## src/hw/rtl/bbdq_pkg.sv

```systemverilog
// shared types, codes and reset values for the byte budget drop queue
package bbdq_pkg;

	// field widths fixed by the stream format
	localparam int unsigned MODE_W   = 2;
	localparam int unsigned TAG_W    = 16;
	localparam int unsigned SIZE_W   = 32;
	localparam int unsigned KIND_W   = 3;
	localparam int unsigned REASON_W = 2;
	localparam int unsigned COUNT_W  = 6;
	localparam int unsigned BUDGET_W = 40;
	localparam int unsigned SUM_W    = BUDGET_W + 1;
	localparam int unsigned CFG_IDX_W = 3;
	localparam int unsigned S_DATA_W = 48;
	localparam int unsigned M_DATA_W = 64;

	// input item modes
	localparam logic [MODE_W-1:0] MODE_ENQUEUE  = 2'd0;
	localparam logic [MODE_W-1:0] MODE_COLLECT  = 2'd1;
	localparam logic [MODE_W-1:0] MODE_SHUTDOWN = 2'd2;
	localparam logic [MODE_W-1:0] MODE_RESERVED = 2'd3;

	// result kinds
	localparam logic [KIND_W-1:0] KIND_ACCEPTED  = 3'd0;
	localparam logic [KIND_W-1:0] KIND_DROPPED   = 3'd1;
	localparam logic [KIND_W-1:0] KIND_EVICTED   = 3'd2;
	localparam logic [KIND_W-1:0] KIND_BATCH_REC = 3'd3;
	localparam logic [KIND_W-1:0] KIND_BATCH_NIL = 3'd4;
	localparam logic [KIND_W-1:0] KIND_SHUT      = 3'd5;
	localparam logic [KIND_W-1:0] KIND_WAS_SHUT  = 3'd6;

	// drop reasons
	localparam logic [REASON_W-1:0] REASON_NONE  = 2'd0;
	localparam logic [REASON_W-1:0] REASON_SHUT  = 2'd1;
	localparam logic [REASON_W-1:0] REASON_LARGE = 2'd2;
	localparam logic [REASON_W-1:0] REASON_FULL  = 2'd3;

	// configuration register indexes
	localparam logic [CFG_IDX_W-1:0] CFG_MAX_RECORDS = 3'd0;
	localparam logic [CFG_IDX_W-1:0] CFG_BATCH_SIZE  = 3'd1;
	localparam logic [CFG_IDX_W-1:0] CFG_MAX_REC_SZ  = 3'd2;
	localparam logic [CFG_IDX_W-1:0] CFG_MAX_BYTES   = 3'd3;
	localparam logic [CFG_IDX_W-1:0] CFG_EVICT_OLD   = 3'd4;

	// configuration reset values
	localparam logic [COUNT_W-1:0]  RST_MAX_RECORDS = 6'd32;
	localparam logic [COUNT_W-1:0]  RST_BATCH_SIZE  = 6'd16;
	localparam logic [SIZE_W-1:0]   RST_MAX_REC_SZ  = 32'd65536;
	localparam logic [BUDGET_W-1:0] RST_MAX_BYTES   = 40'd16777216;

	// sequencer states
	typedef enum logic [1:0] {
		S_IDLE,
		S_DECIDE,
		S_POP
	} state_t;

	// per-cycle control from the sequencer
	typedef struct packed {
		logic                emit;
		logic [KIND_W-1:0]   kind;
		logic                from_ram;
		logic [REASON_W-1:0] reason;
		logic                ready;
		logic                done;
		logic                last;
		logic                push;
		logic                pop;
		logic                rd_en;
		logic                load_rem;
		logic                set_shut;
	} ctl_t;

endpackage

```

## src/hw/rtl/bbdq_ram.sv

```systemverilog
// generic simple dual port ram with registered read
module bbdq_ram #(
	parameter int unsigned WIDTH = 48,
	parameter int unsigned DEPTH = 32
) (
	input  logic                     clk,
	input  logic                     wr_en,
	input  logic [$clog2(DEPTH)-1:0] wr_addr,
	input  logic [WIDTH-1:0]         wr_data,
	input  logic                     rd_en,
	input  logic [$clog2(DEPTH)-1:0] rd_addr,
	output logic [WIDTH-1:0]         rd_data
);

	logic [WIDTH-1:0] mem_q [DEPTH];

	// write port
	always_ff @(posedge clk) begin
		if (wr_en) begin
			mem_q[wr_addr] <= wr_data;
		end
	end

	// registered read port
	always_ff @(posedge clk) begin
		if (rd_en) begin
			rd_data <= mem_q[rd_addr];
		end
	end

endmodule

```

## src/hw/rtl/byte_budget_drop_queue.sv

```systemverilog
// byte budget drop queue: bounded record fifo with count and byte caps
// An input item is taken only when the sequencer is idle. Enqueue and shutdown
// items pass a transfer (S_IDLE) and a decision (S_DECIDE), a refused record likewise.
// Under evict-oldest each evicted record adds a ram read of the head entry in S_DECIDE,
// then its result in S_POP, after which the byte and count caps are checked again in
// S_DECIDE. A collect of n records reads the first head in S_DECIDE and gives each record
// in S_POP, the ram read of the next head overlapping the result of the current one. A
// stalled result port holds the sequencer in S_DECIDE or S_POP; the result register lets
// the last result of an item wait while the next item is taken in.
module byte_budget_drop_queue #(
	parameter int unsigned QUEUE_DEPTH = 32,
	parameter int unsigned TAG_BITS    = 16
) (
	input  logic                              clk,
	input  logic                              arst_n,
	// configuration write channel
	input  logic                              cfg_valid,
	output logic                              cfg_ready,
	input  logic [bbdq_pkg::CFG_IDX_W-1:0]    cfg_index,
	input  logic [bbdq_pkg::BUDGET_W-1:0]     cfg_data,
	// input items
	input  logic                              s_tvalid,
	output logic                              s_tready,
	input  logic [bbdq_pkg::S_DATA_W-1:0]     s_tdata,  // record_tag[15:0], record_size[47:16]
	input  logic [bbdq_pkg::MODE_W-1:0]       s_tuser,  // mode[1:0]
	// results
	output logic                              m_tvalid,
	input  logic                              m_tready,
	output logic [bbdq_pkg::M_DATA_W-1:0]     m_tdata,  // tag[15:0], size[47:16], drop_reason[49:48],
	                                                    // batch_ready[50], queue_count[56:51],
	                                                    // done_res[57], zero[63:58]
	output logic [bbdq_pkg::KIND_W-1:0]       m_tuser,  // kind[2:0]
	output logic                              m_tlast
);

	localparam int unsigned IDX_W   = $clog2(QUEUE_DEPTH);
	localparam int unsigned STAG_W  = (TAG_BITS < bbdq_pkg::TAG_W) ? TAG_BITS : bbdq_pkg::TAG_W;
	localparam int unsigned BYTES_W = bbdq_pkg::SIZE_W + $clog2(QUEUE_DEPTH + 1);
	localparam int unsigned RAM_W   = STAG_W + bbdq_pkg::SIZE_W;
	localparam logic [IDX_W-1:0] LAST_IDX = IDX_W'(QUEUE_DEPTH - 1);
	localparam logic [bbdq_pkg::COUNT_W-1:0] DEPTH_CNT = bbdq_pkg::COUNT_W'(QUEUE_DEPTH);

	// configuration registers
	logic [bbdq_pkg::COUNT_W-1:0]  max_records_q;
	logic [bbdq_pkg::COUNT_W-1:0]  batch_size_q;
	logic [bbdq_pkg::SIZE_W-1:0]   max_rec_sz_q;
	logic [bbdq_pkg::BUDGET_W-1:0] max_bytes_q;
	logic                          evict_old_q;

	// queue state
	logic [IDX_W-1:0]             head_q;
	logic [IDX_W-1:0]             tail_q;
	logic [bbdq_pkg::COUNT_W-1:0] count_q;
	logic [BYTES_W-1:0]           bytes_q;
	logic                         shut_q;

	// item registers
	bbdq_pkg::state_t             state_q;
	bbdq_pkg::state_t             state_nxt;
	logic [bbdq_pkg::MODE_W-1:0]  mode_q;
	logic [STAG_W-1:0]            tag_q;
	logic [bbdq_pkg::SIZE_W-1:0]  size_q;
	logic [bbdq_pkg::COUNT_W-1:0] rem_q;
	logic                         done_q;

	// result register
	logic                          out_valid_q;
	logic [bbdq_pkg::KIND_W-1:0]   out_kind_q;
	logic [bbdq_pkg::TAG_W-1:0]    out_tag_q;
	logic [bbdq_pkg::SIZE_W-1:0]   out_size_q;
	logic [bbdq_pkg::REASON_W-1:0] out_reason_q;
	logic                          out_ready_q;
	logic [bbdq_pkg::COUNT_W-1:0]  out_count_q;
	logic                          out_done_q;
	logic                          out_last_q;

	// datapath signals
	bbdq_pkg::ctl_t               ctl;
	logic                         out_free;
	logic [bbdq_pkg::COUNT_W-1:0] cap;
	logic [bbdq_pkg::SUM_W-1:0]   bytes_sum;
	logic                         over_cap;
	logic                         too_large;
	logic                         collect_done;
	logic                         collect_none;
	logic [IDX_W-1:0]             head_inc;
	logic [IDX_W-1:0]             tail_inc;
	logic [IDX_W-1:0]             rd_addr;
	logic [RAM_W-1:0]             rd_data;
	logic [STAG_W-1:0]            rd_tag;
	logic [bbdq_pkg::SIZE_W-1:0]  rd_size;
	logic [bbdq_pkg::COUNT_W-1:0] count_nxt;

	assign cfg_ready = 1'b1;
	assign s_tready  = (state_q == bbdq_pkg::S_IDLE);
	assign out_free  = !out_valid_q || m_tready;

	// admission checks, one shared add and compare for the byte budget
	assign cap       = (max_records_q < DEPTH_CNT) ? max_records_q : DEPTH_CNT;
	assign bytes_sum = bbdq_pkg::SUM_W'(bytes_q) + bbdq_pkg::SUM_W'(size_q);
	assign over_cap  = (count_q >= cap) || (bytes_sum > bbdq_pkg::SUM_W'(max_bytes_q));
	assign too_large = size_q > max_rec_sz_q;

	// collect bookkeeping
	assign collect_none = (count_q == '0) || (batch_size_q == '0);
	assign collect_done = shut_q && (count_q <= batch_size_q);

	// ring pointers
	assign head_inc = (head_q == LAST_IDX) ? '0 : head_q + 1'b1;
	assign tail_inc = (tail_q == LAST_IDX) ? '0 : tail_q + 1'b1;
	assign rd_addr  = (state_q == bbdq_pkg::S_POP) ? head_inc : head_q;
	assign rd_tag   = rd_data[RAM_W-1:bbdq_pkg::SIZE_W];
	assign rd_size  = rd_data[bbdq_pkg::SIZE_W-1:0];

	bbdq_ram #(
		.WIDTH (RAM_W),
		.DEPTH (QUEUE_DEPTH)
	) u_ring (
		.clk     (clk),
		.wr_en   (ctl.push),
		.wr_addr (tail_q),
		.wr_data ({tag_q, size_q}),
		.rd_en   (ctl.rd_en),
		.rd_addr (rd_addr),
		.rd_data (rd_data)
	);

	// sequencer outputs
	always_comb begin
		ctl = '0;
		case (state_q)
			bbdq_pkg::S_DECIDE: begin
				if (out_free) begin
					case (mode_q)
						bbdq_pkg::MODE_ENQUEUE: begin
							if (shut_q) begin
								ctl.emit   = 1'b1;
								ctl.kind   = bbdq_pkg::KIND_DROPPED;
								ctl.reason = bbdq_pkg::REASON_SHUT;
								ctl.last   = 1'b1;
							end else if (too_large) begin
								ctl.emit   = 1'b1;
								ctl.kind   = bbdq_pkg::KIND_DROPPED;
								ctl.reason = bbdq_pkg::REASON_LARGE;
								ctl.last   = 1'b1;
							end else if (over_cap) begin
								if (!evict_old_q || count_q == '0) begin
									ctl.emit   = 1'b1;
									ctl.kind   = bbdq_pkg::KIND_DROPPED;
									ctl.reason = bbdq_pkg::REASON_FULL;
									ctl.last   = 1'b1;
								end else begin
									ctl.rd_en = 1'b1;
								end
							end else begin
								ctl.emit  = 1'b1;
								ctl.kind  = bbdq_pkg::KIND_ACCEPTED;
								ctl.push  = 1'b1;
								ctl.ready = (count_q + 1'b1) >= batch_size_q;
								ctl.last  = 1'b1;
							end
						end
						bbdq_pkg::MODE_COLLECT: begin
							if (collect_none) begin
								ctl.emit = 1'b1;
								ctl.kind = bbdq_pkg::KIND_BATCH_NIL;
								ctl.done = collect_done;
								ctl.last = 1'b1;
							end else begin
								ctl.rd_en    = 1'b1;
								ctl.load_rem = 1'b1;
							end
						end
						bbdq_pkg::MODE_SHUTDOWN: begin
							ctl.emit     = 1'b1;
							ctl.kind     = shut_q ? bbdq_pkg::KIND_WAS_SHUT : bbdq_pkg::KIND_SHUT;
							ctl.set_shut = 1'b1;
							ctl.last     = 1'b1;
						end
						default: begin
						end
					endcase
				end
			end
			bbdq_pkg::S_POP: begin
				if (out_free) begin
					ctl.emit     = 1'b1;
					ctl.pop      = 1'b1;
					ctl.from_ram = 1'b1;
					if (mode_q == bbdq_pkg::MODE_ENQUEUE) begin
						ctl.kind   = bbdq_pkg::KIND_EVICTED;
						ctl.reason = bbdq_pkg::REASON_FULL;
					end else begin
						ctl.kind  = bbdq_pkg::KIND_BATCH_REC;
						ctl.done  = done_q;
						ctl.last  = (rem_q == bbdq_pkg::COUNT_W'(1));
						ctl.rd_en = (rem_q != bbdq_pkg::COUNT_W'(1));
					end
				end
			end
			default: begin
			end
		endcase
	end

	// sequencer next state
	always_comb begin
		state_nxt = state_q;
		case (state_q)
			bbdq_pkg::S_IDLE: begin
				if (s_tvalid) begin
					state_nxt = bbdq_pkg::S_DECIDE;
				end
			end
			bbdq_pkg::S_DECIDE: begin
				if (ctl.rd_en) begin
					state_nxt = bbdq_pkg::S_POP;
				end else if (ctl.emit || mode_q == bbdq_pkg::MODE_RESERVED) begin
					state_nxt = bbdq_pkg::S_IDLE;
				end
			end
			bbdq_pkg::S_POP: begin
				if (ctl.emit) begin
					if (ctl.rd_en) begin
						state_nxt = bbdq_pkg::S_POP;
					end else if (mode_q == bbdq_pkg::MODE_ENQUEUE) begin
						state_nxt = bbdq_pkg::S_DECIDE;
					end else begin
						state_nxt = bbdq_pkg::S_IDLE;
					end
				end
			end
			default: begin
				state_nxt = bbdq_pkg::S_IDLE;
			end
		endcase
	end

	always_ff @(posedge clk or negedge arst_n) begin
		if (!arst_n) begin
			state_q <= bbdq_pkg::S_IDLE;
		end else begin
			state_q <= state_nxt;
		end
	end

	// configuration writes
	always_ff @(posedge clk or negedge arst_n) begin
		if (!arst_n) begin
			max_records_q <= bbdq_pkg::RST_MAX_RECORDS;
			batch_size_q  <= bbdq_pkg::RST_BATCH_SIZE;
			max_rec_sz_q  <= bbdq_pkg::RST_MAX_REC_SZ;
			max_bytes_q   <= bbdq_pkg::RST_MAX_BYTES;
			evict_old_q   <= 1'b0;
		end else if (cfg_valid && cfg_ready) begin
			case (cfg_index)
				bbdq_pkg::CFG_MAX_RECORDS: max_records_q <= cfg_data[bbdq_pkg::COUNT_W-1:0];
				bbdq_pkg::CFG_BATCH_SIZE:  batch_size_q  <= cfg_data[bbdq_pkg::COUNT_W-1:0];
				bbdq_pkg::CFG_MAX_REC_SZ:  max_rec_sz_q  <= cfg_data[bbdq_pkg::SIZE_W-1:0];
				bbdq_pkg::CFG_MAX_BYTES:   max_bytes_q   <= cfg_data;
				bbdq_pkg::CFG_EVICT_OLD:   evict_old_q   <= cfg_data[0];
				default: begin
				end
			endcase
		end
	end

	// input item capture
	always_ff @(posedge clk) begin
		if (s_tvalid && s_tready) begin
			mode_q <= s_tuser;
			tag_q  <= s_tdata[STAG_W-1:0];
			size_q <= s_tdata[bbdq_pkg::TAG_W +: bbdq_pkg::SIZE_W];
		end
		if (ctl.load_rem) begin
			done_q <= collect_done;
		end
	end

	// queue occupancy after this cycle
	always_comb begin
		count_nxt = count_q;
		if (ctl.push) begin
			count_nxt = count_q + 1'b1;
		end else if (ctl.pop) begin
			count_nxt = count_q - 1'b1;
		end
	end

	// ring pointers, counters and shutdown flag
	always_ff @(posedge clk or negedge arst_n) begin
		if (!arst_n) begin
			head_q  <= '0;
			tail_q  <= '0;
			count_q <= '0;
			bytes_q <= '0;
			shut_q  <= 1'b0;
			rem_q   <= '0;
		end else begin
			count_q <= count_nxt;
			if (ctl.push) begin
				tail_q  <= tail_inc;
				bytes_q <= bytes_q + BYTES_W'(size_q);
			end else if (ctl.pop) begin
				head_q  <= head_inc;
				bytes_q <= bytes_q - BYTES_W'(rd_size);
			end
			if (ctl.set_shut) begin
				shut_q <= 1'b1;
			end
			if (ctl.load_rem) begin
				rem_q <= (count_q < batch_size_q) ? count_q : batch_size_q;
			end else if (ctl.pop && mode_q == bbdq_pkg::MODE_COLLECT) begin
				rem_q <= rem_q - 1'b1;
			end
		end
	end

	// result valid
	always_ff @(posedge clk or negedge arst_n) begin
		if (!arst_n) begin
			out_valid_q <= 1'b0;
		end else if (ctl.emit) begin
			out_valid_q <= 1'b1;
		end else if (m_tready) begin
			out_valid_q <= 1'b0;
		end
	end

	// result payload
	always_ff @(posedge clk) begin
		if (ctl.emit) begin
			out_kind_q   <= ctl.kind;
			out_reason_q <= ctl.reason;
			out_ready_q  <= ctl.ready;
			out_count_q  <= count_nxt;
			out_done_q   <= ctl.done;
			out_last_q   <= ctl.last;
			if (ctl.from_ram) begin
				out_tag_q  <= bbdq_pkg::TAG_W'(rd_tag);
				out_size_q <= rd_size;
			end else if (ctl.kind == bbdq_pkg::KIND_ACCEPTED
			             || ctl.kind == bbdq_pkg::KIND_DROPPED) begin
				out_tag_q  <= bbdq_pkg::TAG_W'(tag_q);
				out_size_q <= size_q;
			end else begin
				out_tag_q  <= '0;
				out_size_q <= '0;
			end
		end
	end

	assign m_tvalid = out_valid_q;
	assign m_tuser  = out_kind_q;
	assign m_tlast  = out_last_q;
	assign m_tdata  = {6'd0, out_done_q, out_count_q, out_ready_q, out_reason_q,
	                   out_size_q, out_tag_q};

	// occupancy never passes the ring depth
	a_count_bound: assert property (@(posedge clk) disable iff (!arst_n)
		count_q <= DEPTH_CNT)
		else $error("queue count above ring depth");

	// an empty queue holds no bytes
	a_bytes_empty: assert property (@(posedge clk) disable iff (!arst_n)
		count_q == '0 |-> bytes_q == '0)
		else $error("byte total nonzero on empty queue");

	// pops only from an occupied queue
	a_pop_occupied: assert property (@(posedge clk) disable iff (!arst_n)
		ctl.pop |-> count_q != '0)
		else $error("pop from empty queue");

	// a collect run never pops past its batch
	a_collect_rem: assert property (@(posedge clk) disable iff (!arst_n)
		(state_q == bbdq_pkg::S_POP && mode_q == bbdq_pkg::MODE_COLLECT) |-> rem_q != '0)
		else $error("collect run with no records left");

	// a finished result is never overwritten before its transfer
	a_no_overwrite: assert property (@(posedge clk) disable iff (!arst_n)
		(out_valid_q && !m_tready) |-> !ctl.emit)
		else $error("result register overwritten while stalled");

endmodule

```

## config.mk

```make
export PLATFORM = sky130hd
export DESIGN_NAME = byte_budget_drop_queue
export DESIGN_NICKNAME = d
export VERILOG_FILES = /design/src/hw/rtl/bbdq_pkg.sv /design/src/hw/rtl/bbdq_ram.sv /design/src/hw/rtl/byte_budget_drop_queue.sv
export SDC_FILE = /design/constraint.sdc
export NUM_CORES = 2
export LEC_CHECK = 0
export ABC_AREA = 1
export ABC_CLOCK_PERIOD_IN_PS = 6900
export BUFFER_PORTS_ARGS = -buffer_cell sky130_fd_sc_hd__buf_2
export CELL_PAD_IN_SITES_DETAIL_PLACEMENT = 0
export CELL_PAD_IN_SITES_GLOBAL_PLACEMENT = 1
export CORE_ASPECT_RATIO = 0.75
export CORE_MARGIN = 4
export CORE_UTILIZATION = 25
export CTS_CLUSTER_SIZE = 40
export DETAILED_ROUTE_END_ITERATION = 8
export HOLD_SLACK_MARGIN = 0.05
export PLACE_DENSITY_LB_ADDON = 0.25
export RECOVER_POWER = 50
export SLEW_MARGIN = 20
export SYNTH_ARGS = -nofsm -noshare
export SYNTH_HDL_FRONTEND = slang
export SYNTH_SLANG_ARGS = --single-unit
export TNS_END_PERCENT = 50
```

## constraint.sdc

```tcl
create_clock -name clk -period 6.9 [get_ports clk]
set_input_delay 1.035 -clock clk [delete_from_list [all_inputs] [get_ports clk]]
set_output_delay 1.035 -clock clk [all_outputs]
set_load 0.05 [all_outputs]
```

==> Yosys cells after proc, flatten, opt, wreduce, memory -nomap -nowiden <==
Memory sizes are Yosys's and may differ from the RTL's. A register that Yosys moved wholly into a read port is not among the register bits.
Index checks and enable logic that the tools add are counted.
{ "classes": {"muxes": 78, "n_bitwise": 4, "reduce_logical": 28, "magnitude_cmp": 7, "eq_ne": 17, "addsub": 8} }
{ "op_table": {"columns": ["operator", "n"], "rows": [
  ["38-bit 2-to-1 mux", 2],
  ["32-bit 2-to-1 mux", 2],
  ["6-bit 2-to-1 mux", 7],
  ["39-bit by 40-bit > comparator with 1-bit output", 1],
  ["38-bit by 32-bit adder with 39-bit output", 1],
  ["38-bit by 32-bit adder with 38-bit output", 1],
  ["38-bit by 32-bit subtractor with 38-bit output", 1],
  ["2-bit 2-to-1 mux", 17],
  ["32-bit > comparator", 1],
  ["16-bit 2-to-1 mux", 2],
  ["1-bit 2-to-1 mux", 28],
  ["4-bit 2-to-1 mux", 6],
  ["5-bit 2-to-1 mux", 3],
  ["6-bit >= comparator", 2],
  ["6-bit zero test", 2],
  ["4-bit one-hot mux with 3 select lines", 1],
  ["2-bit AND reduction", 6],
  ["6-bit by 1-bit subtractor with 6-bit output (second input constant)", 2],
  ["5-bit by 1-bit adder with 5-bit output (second input constant)", 2],
  ["5-bit equality test (second input constant)", 2],
  ["2-bit one-hot mux with 2 select lines", 2],
  ["4-bit one-hot mux with 2 select lines", 1],
  ["7-bit 2-to-1 mux", 1],
  ["6-bit by 1-bit adder with 6-bit output (second input constant)", 1],
  ["other kinds (25)", 48]
]} }
{ "word_totals": {"output_inout_bits": 71, "input_bits": 98, "mem_count": 1, "reg_bits": 262, "ram_bits": 1536, "elab_cells": 168} }
{ "memory_table": {"columns": ["memory", "words", "width", "read_ports", "rd_ports_with_merged_regs", "wr", "line_no", "rtl"], "rows": [
  ["u_ring.mem_q", 32, 48, 1, 1, 1, "bbdq_ram.sv:15", "logic [WIDTH-1:0] mem_q [DEPTH];"]
]} }

==> Depth between registers and ports, before layout <==
{ "depth": {"word_depth": 14, "depth_mapped": 47, "mapped_depth_nobuf": 46} }

==> By module <==
A second synthesis with hierarchy kept.
{ "hier_totals": {"cells_unflattened": 7530, "hier_area_um2": 81353.0} }
{ "modules_own_cells": {"columns": ["module", "area_each_um2", "seq_area_each_um2", "cells_per_inst", "n_inst"], "rows": [
  ["bbdq_ram", 63449.6, 47565.6, 5279, 1],
  ["byte_budget_drop_queue", 17903.4, 7126.8, 2251, 1]
]} }

==> Least setup slack after synthesis <==
OpenSTA, ideal clock, no wires.
{ "synth_timing": {"kind": "register to register", "from": "register size_q[0] (netlist bit)", "to": "memory u_ring.mem_q[13][0] (enable)", "path_stages_with_launch": 33, "required_time_ns": 6.446, "period_less_slack_ns": 6.731, "setup_time_ns": 0.454, "arrival_ns": 6.277, "n_path_buf": 1, "slack_ns": 0.169, "cell_sequence": "edfxtp_1 -> ha_1 -> fa_1 -> nand3_1 -> nand2_1 -> nand2_1 -> o211ai_1 -> nand3_1 -> nand2_1 -> a21oi_1 -> inv_1 -> nand2_1 -> nand2_1 -> nand2_1 -> nand2_1 -> nand2_1 -> o21ai_0 -> xor2_1 -> ha_1 -> nand2_1 -> nor2_1 -> nand2_1 -> nor2_2 -> nand2_1 -> or3_1 -> nand2_1 -> nand2_2 -> inv_2 -> nand2_4 -> inv_4 -> buf_4 -> nand2_2 -> nor2_1"} }
{ "synth_between": {"elab_chain_len": 11, "elab_cells_between_ends": 12, "classes_between": "1 x add/sub; 2 x order compare; 8 x mux; 1 x reduce/logical"} }
{ "synth_lines": {"columns": ["item", "line_no", "rtl"], "rows": [
  ["from (decl)", "byte_budget_drop_queue.sv:62", "logic [bbdq_pkg::SIZE_W-1:0] size_q;"],
  ["from (signal assigned)", "byte_budget_drop_queue.sv:273", "size_q <= s_tdata[bbdq_pkg::TAG_W +: bbdq_pkg::SIZE_W];"],
  ["38-bit by 32-bit adder with 39-bit output", "byte_budget_drop_queue.sv:100", "assign bytes_sum = bbdq_pkg::SUM_W'(bytes_q) + bbdq_pkg::SUM_W'(size_q);"],
  ["39-bit by 40-bit > comparator with 1-bit output", "byte_budget_drop_queue.sv:101", "assign over_cap = (count_q >= cap) || (bytes_sum > bbdq_pkg::SUM_W'(max_bytes_q));"],
  ["1-bit logical OR", "byte_budget_drop_queue.sv:101", null],
  ["1-bit 2-to-1 mux", "byte_budget_drop_queue.sv:146", "end else if (over_cap) begin"],
  ["1-bit 2-to-1 mux (*)", "byte_budget_drop_queue.sv:141", "end else if (too_large) begin"],
  ["1-bit 2-to-1 mux (*)", "byte_budget_drop_queue.sv:136", "if (shut_q) begin"],
  ["1-bit 2-to-1 mux (*)", "byte_budget_drop_queue.sv:134", "case (mode_q)"],
  ["6-bit 2-to-1 mux (*)", "byte_budget_drop_queue.sv:133", "if (out_free) begin"],
  ["1-bit 2-to-1 mux (*)", "byte_budget_drop_queue.sv:131", "case (state_q)"],
  ["1-bit 2-to-1 mux (*)", "bbdq_ram.sv:19", "if (wr_en) begin"],
  ["1-bit 2-to-1 mux (not written as such) (*)", "bbdq_ram.sv:20", "mem_q[wr_addr] <= wr_data;"],
  ["to (decl)", "bbdq_ram.sv:15", null]
]} }
Every way passes the cells marked *; elsewhere a longest branch is shown, timed or not.

==> Final worst setup path <==
{ "layout_timing": {"from": "register size_q[10] (netlist bit)", "to": "register bytes_q[31]"} }
{ "layout_between": {"elab_chain_len": 10, "elab_cells_between_ends": 13, "classes_between": "2 x add/sub; 2 x order compare; 7 x mux; 2 x reduce/logical"} }
{ "layout_lines": {"columns": ["item", "line_no", "rtl"], "rows": [
  ["38-bit by 32-bit adder with 39-bit output", "byte_budget_drop_queue.sv:100", null],
  ["39-bit by 40-bit > comparator with 1-bit output", "byte_budget_drop_queue.sv:101", null],
  ["1-bit logical OR", "byte_budget_drop_queue.sv:101", null],
  ["1-bit 2-to-1 mux", "byte_budget_drop_queue.sv:146", null],
  ["1-bit 2-to-1 mux", "byte_budget_drop_queue.sv:141", null],
  ["1-bit 2-to-1 mux", "byte_budget_drop_queue.sv:136", null],
  ["1-bit 2-to-1 mux", "byte_budget_drop_queue.sv:134", null],
  ["6-bit 2-to-1 mux", "byte_budget_drop_queue.sv:133", null],
  ["1-bit 2-to-1 mux", "byte_budget_drop_queue.sv:131", null],
  ["38-bit 2-to-1 mux / 2-bit nonzero test (equally long branches)", null, null],
  ["to (signal assigned)", "byte_budget_drop_queue.sv:303", "bytes_q <= bytes_q + BYTES_W'(size_q);"],
  ["to (signal assigned)", "byte_budget_drop_queue.sv:306", "bytes_q <= bytes_q - BYTES_W'(rd_size);"],
  ["to (decl)", "byte_budget_drop_queue.sv:54", "logic [BYTES_W-1:0] bytes_q;"]
]} }
Parallel ways exist; a longest one is shown, timed or not.
A chain may end at the register's enable or synchronous reset.

==> qor.csv <==
metric,value,unit
yosys.area.top_type_share,0.640,
drive_above_1_share,0.112,
cts_made_buffers,199,
synth_warnings,0,
design_area,93500,µm²
status,finished with violations,
powerDensity,448,nW/µm²
port_buffers,161,
nFillCells,32300,
grt_pass1_wl,408,mm
slew_headroom,-1.36,
multi_input_comb_area,22700,µm²
path_class,reg -> reg,
start_util,0.251,
grt_max_degree,175,
drt_iter0_drc,5386,
slew_violations,940,
finalSetupViolations,0,
clkSinkCount,1846,
first_pass_iters,5,
holdBufCountCts,0,
fin_skew,0.0951,ns
path_max_fanout,36,
synth_area_leaders,"edfxtp_1, dfrtp_1, nor2_1, nand2_1, o221ai_1",
tritoncts,yes,
ys_ff_latch,1846,
crit_arrival,7.39,ns
cts_max_level,4,
p_leak,0.0318,µW
hold_ws,0.324,ns
place_area,87100,µm²
gr-usage-all-layers,0.172,
die_area,328000,µm²
synthCells,6433,
vias,54400,
peakVddDrop,0.382,mV
cap_violations,23,
startpoint_type,flip-flop,
period_share,0.963,
grt_antenna_before_repair,30,
finish.utilization,0.295,
cts_root_buf,clkbuf_16,
synth_edf_count,1697,
regArea,54700,µm²
required,7.64,ns
grt_pass1_vias,51700,
ios,169,
synth.avg_cell_area,12.4,µm²
violations,"capacitance limit, slew limit",
routedWlPerCell,26.3,µm
finalHoldViolations,0,
timing.fmax,150,MHz
clk_pin_slew,0.06,ns
die_h,497,µm
ys_async_sr_fraction,0.0807,
worstSkewPairLatency,0.89,ns
coreArea,317000,µm²
syn2layout_area_growth,17.3,%
routed_via_density,4.90,
nNetsFinal,6958,
synth_top_cell_by_area,edfxtp_1,
globalRouteOverflowTotal,0,
worstSetupEndpointType,flip-flop,
ys_types,59,
cts_max_path_buffers,4,
ys.flop_type,edfxtp_1,
rsz0062_at_grt,yes,
gp_congestion,0.881,
post-dp-hpwl,175,mm
syn_area,79700,µm²
num_rows,179,
drc,0,
drtAntennaViolNets,0,
tightest_slew,3.54,ns
die_w,660,µm
wirelength,292,mm
yosysSeqAreaShare,0.686,
hold_path.class,in -> reg,
fin_crit,6.65,ns
## routing by layer
| metal | vias up | track usage | part of all wire |
|---|---|---|---|
| met1 | 28100 | 0.267 | 0.50 |
| met4 | 8 | 0.0329 | 0.018 |
| met5 | - | 0 | 0.00020 |
| met2 | 1690 | 0.247 | 0.42 |
| li1 | 24300 | - | - |
| met3 | 289 | 0.0323 | 0.064 |
## synthesized netlist by cell type, types with 145 or more instances
| cell type | count |
|---|---|
| a21oi_1 | 246 |
| inv_1 | 310 |
| nand3_1 | 183 |
| dfrtp_1 | 145 |
| nand2_1 | 763 |
| ha_1 | 175 |
| nor2_1 | 836 |
| o21bai_1 | 315 |
| edfxtp_1 | 1697 |
| clkbuf_1 | 219 |
| o21ai_0 | 524 |
| o221ai_1 | 310 |
## final timing paths
| check | from | endpoint | slack (ns) | cells after the start |
|---|---|---|---|---|
| min reg2reg | max_bytes_q[7] | max_bytes_q[7] | 0.48 | 2 |
| max | size_q[10] | bytes_q[31] | 0.25 | 27 |
| min | s_tdata[0] | tag_q[0] | 0.32 | 1 |
| min in group asynchronous | arst_n | bytes_q[1] | 1.25 | 1 |
| max reg2reg | size_q[10] | bytes_q[31] | 0.25 | 27 |
| max in group asynchronous | arst_n | max_bytes_q[29] | 1.75 | 2 |
## placed cells by master, fill, tap and decap left out, types with 76 or more instances in the layout
| cell | count |
|---|---|
| a21oi_1 | 233 |
| a31oi_1 | 112 |
| buf_2 | 126 |
| buf_4 | 166 |
| clkbuf_1 | 125 |
| clkbuf_16 | 205 |
| dfrtp_1 | 145 |
| edfxtp_1 | 1697 |
| ha_1 | 167 |
| inv_1 | 306 |
| nand2_1 | 755 |
| nand3_1 | 179 |
| nor2_1 | 797 |
| o211ai_1 | 76 |
| o21ai_0 | 517 |
| o21bai_1 | 312 |
| o221ai_1 | 310 |
## critical path, cell delays in order (launching register included)
cell and delay, ns:
edfxtp_1 0.38, clkbuf_1 1.43, ha_1 0.48, nand4_1 0.12, nor3_1 0.11, nand2_1 0.19, nand2_1 0.07, nand2_1 0.07
nand2_1 0.05, buf_4 0.22, a21oi_1 0.80, nand2_8 0.27, inv_16 0.16, nand2_1 0.05, o21ai_0 0.14, ha_1 0.28
a21oi_1 0.26, o21ai_1 0.14, a21oi_1 0.22, o31ai_1 0.09, buf_4 0.15, nand2_1 0.07, nand2_1 0.21, nand3_1 0.14
nand2_1 0.08, xor2_1 0.16, nand2_1 0.08, nand2_1 0.05
## cell type report
cell class | count | share of cell area
repair inverters | 1 | 0.0000937
repair buffers | 425 | 0.0369
inverters | 323 | 0.0135
well taps | 4253 | 0.0569
clock inverters | 77 | 0.00699
multi-input cells | 3887 | 0.242
clock buffers | 270 | 0.0578
diodes | 9 | 0.000241
flip-flops and latches | 1846 | 0.585
## per-stage QoR
stage	setup slack, ns	std cells	total power (µW)	TNS, ns
6_report	0.254	11100	41900	0
3_3_place_gp	-0.145	10700	31500	-0.754
2_1_floorplan	0.169	6438	24900	0
4_1_cts	0.0122	11100	42000	0
5_1_grt	-0.0642	11100	44300	-0.323
3_5_place_dp	-0.0846	10700	31600	-0.157
## power breakdown
part	total (µW)	switching, µW	leakage [µW]	internal (µW)
registers	14000	534	0.0171	13400
clock network	10300	4500	0.00293	5820
logic	17600	12300	0.0118	5320
## sequential cells by signal (all words and copies together) (netlist names), 16 cells and up
name / cells
max_rec_sz_q: 32
out_size_q: 32
tag_q: 16
u_ring.mem_q: 1536
u_ring.rd_data: 48
bytes_q: 38
max_bytes_q: 40
out_tag_q: 16
size_q: 32
## cells by family (layout without fill, tap and decap cells)
logic type | after synthesis | count (layout) | synth area share
AO/OA/AOI/OAI | 1742 | 1742 | 0.143
other | 2 | 16 | 0.0000943
adder cells (fa/ha/maj) | 177 | 177 | 0.0280
flip-flops | 1846 | 1846 | 0.686
buffers and inverters | 706 | 1096 | 0.0367
XOR/XNOR | 105 | 105 | 0.0115
AND/OR/NAND/NOR | 1855 | 1856 | 0.0939
## what timing repair did
item,in CTS,in global routing
endpoints found under the setup margin,12,32
gates cloned,0,4
gates resized for setup,4,75
buffers inserted,0,3
pin swaps,0,11
Power figures use the tool's default switching activity.
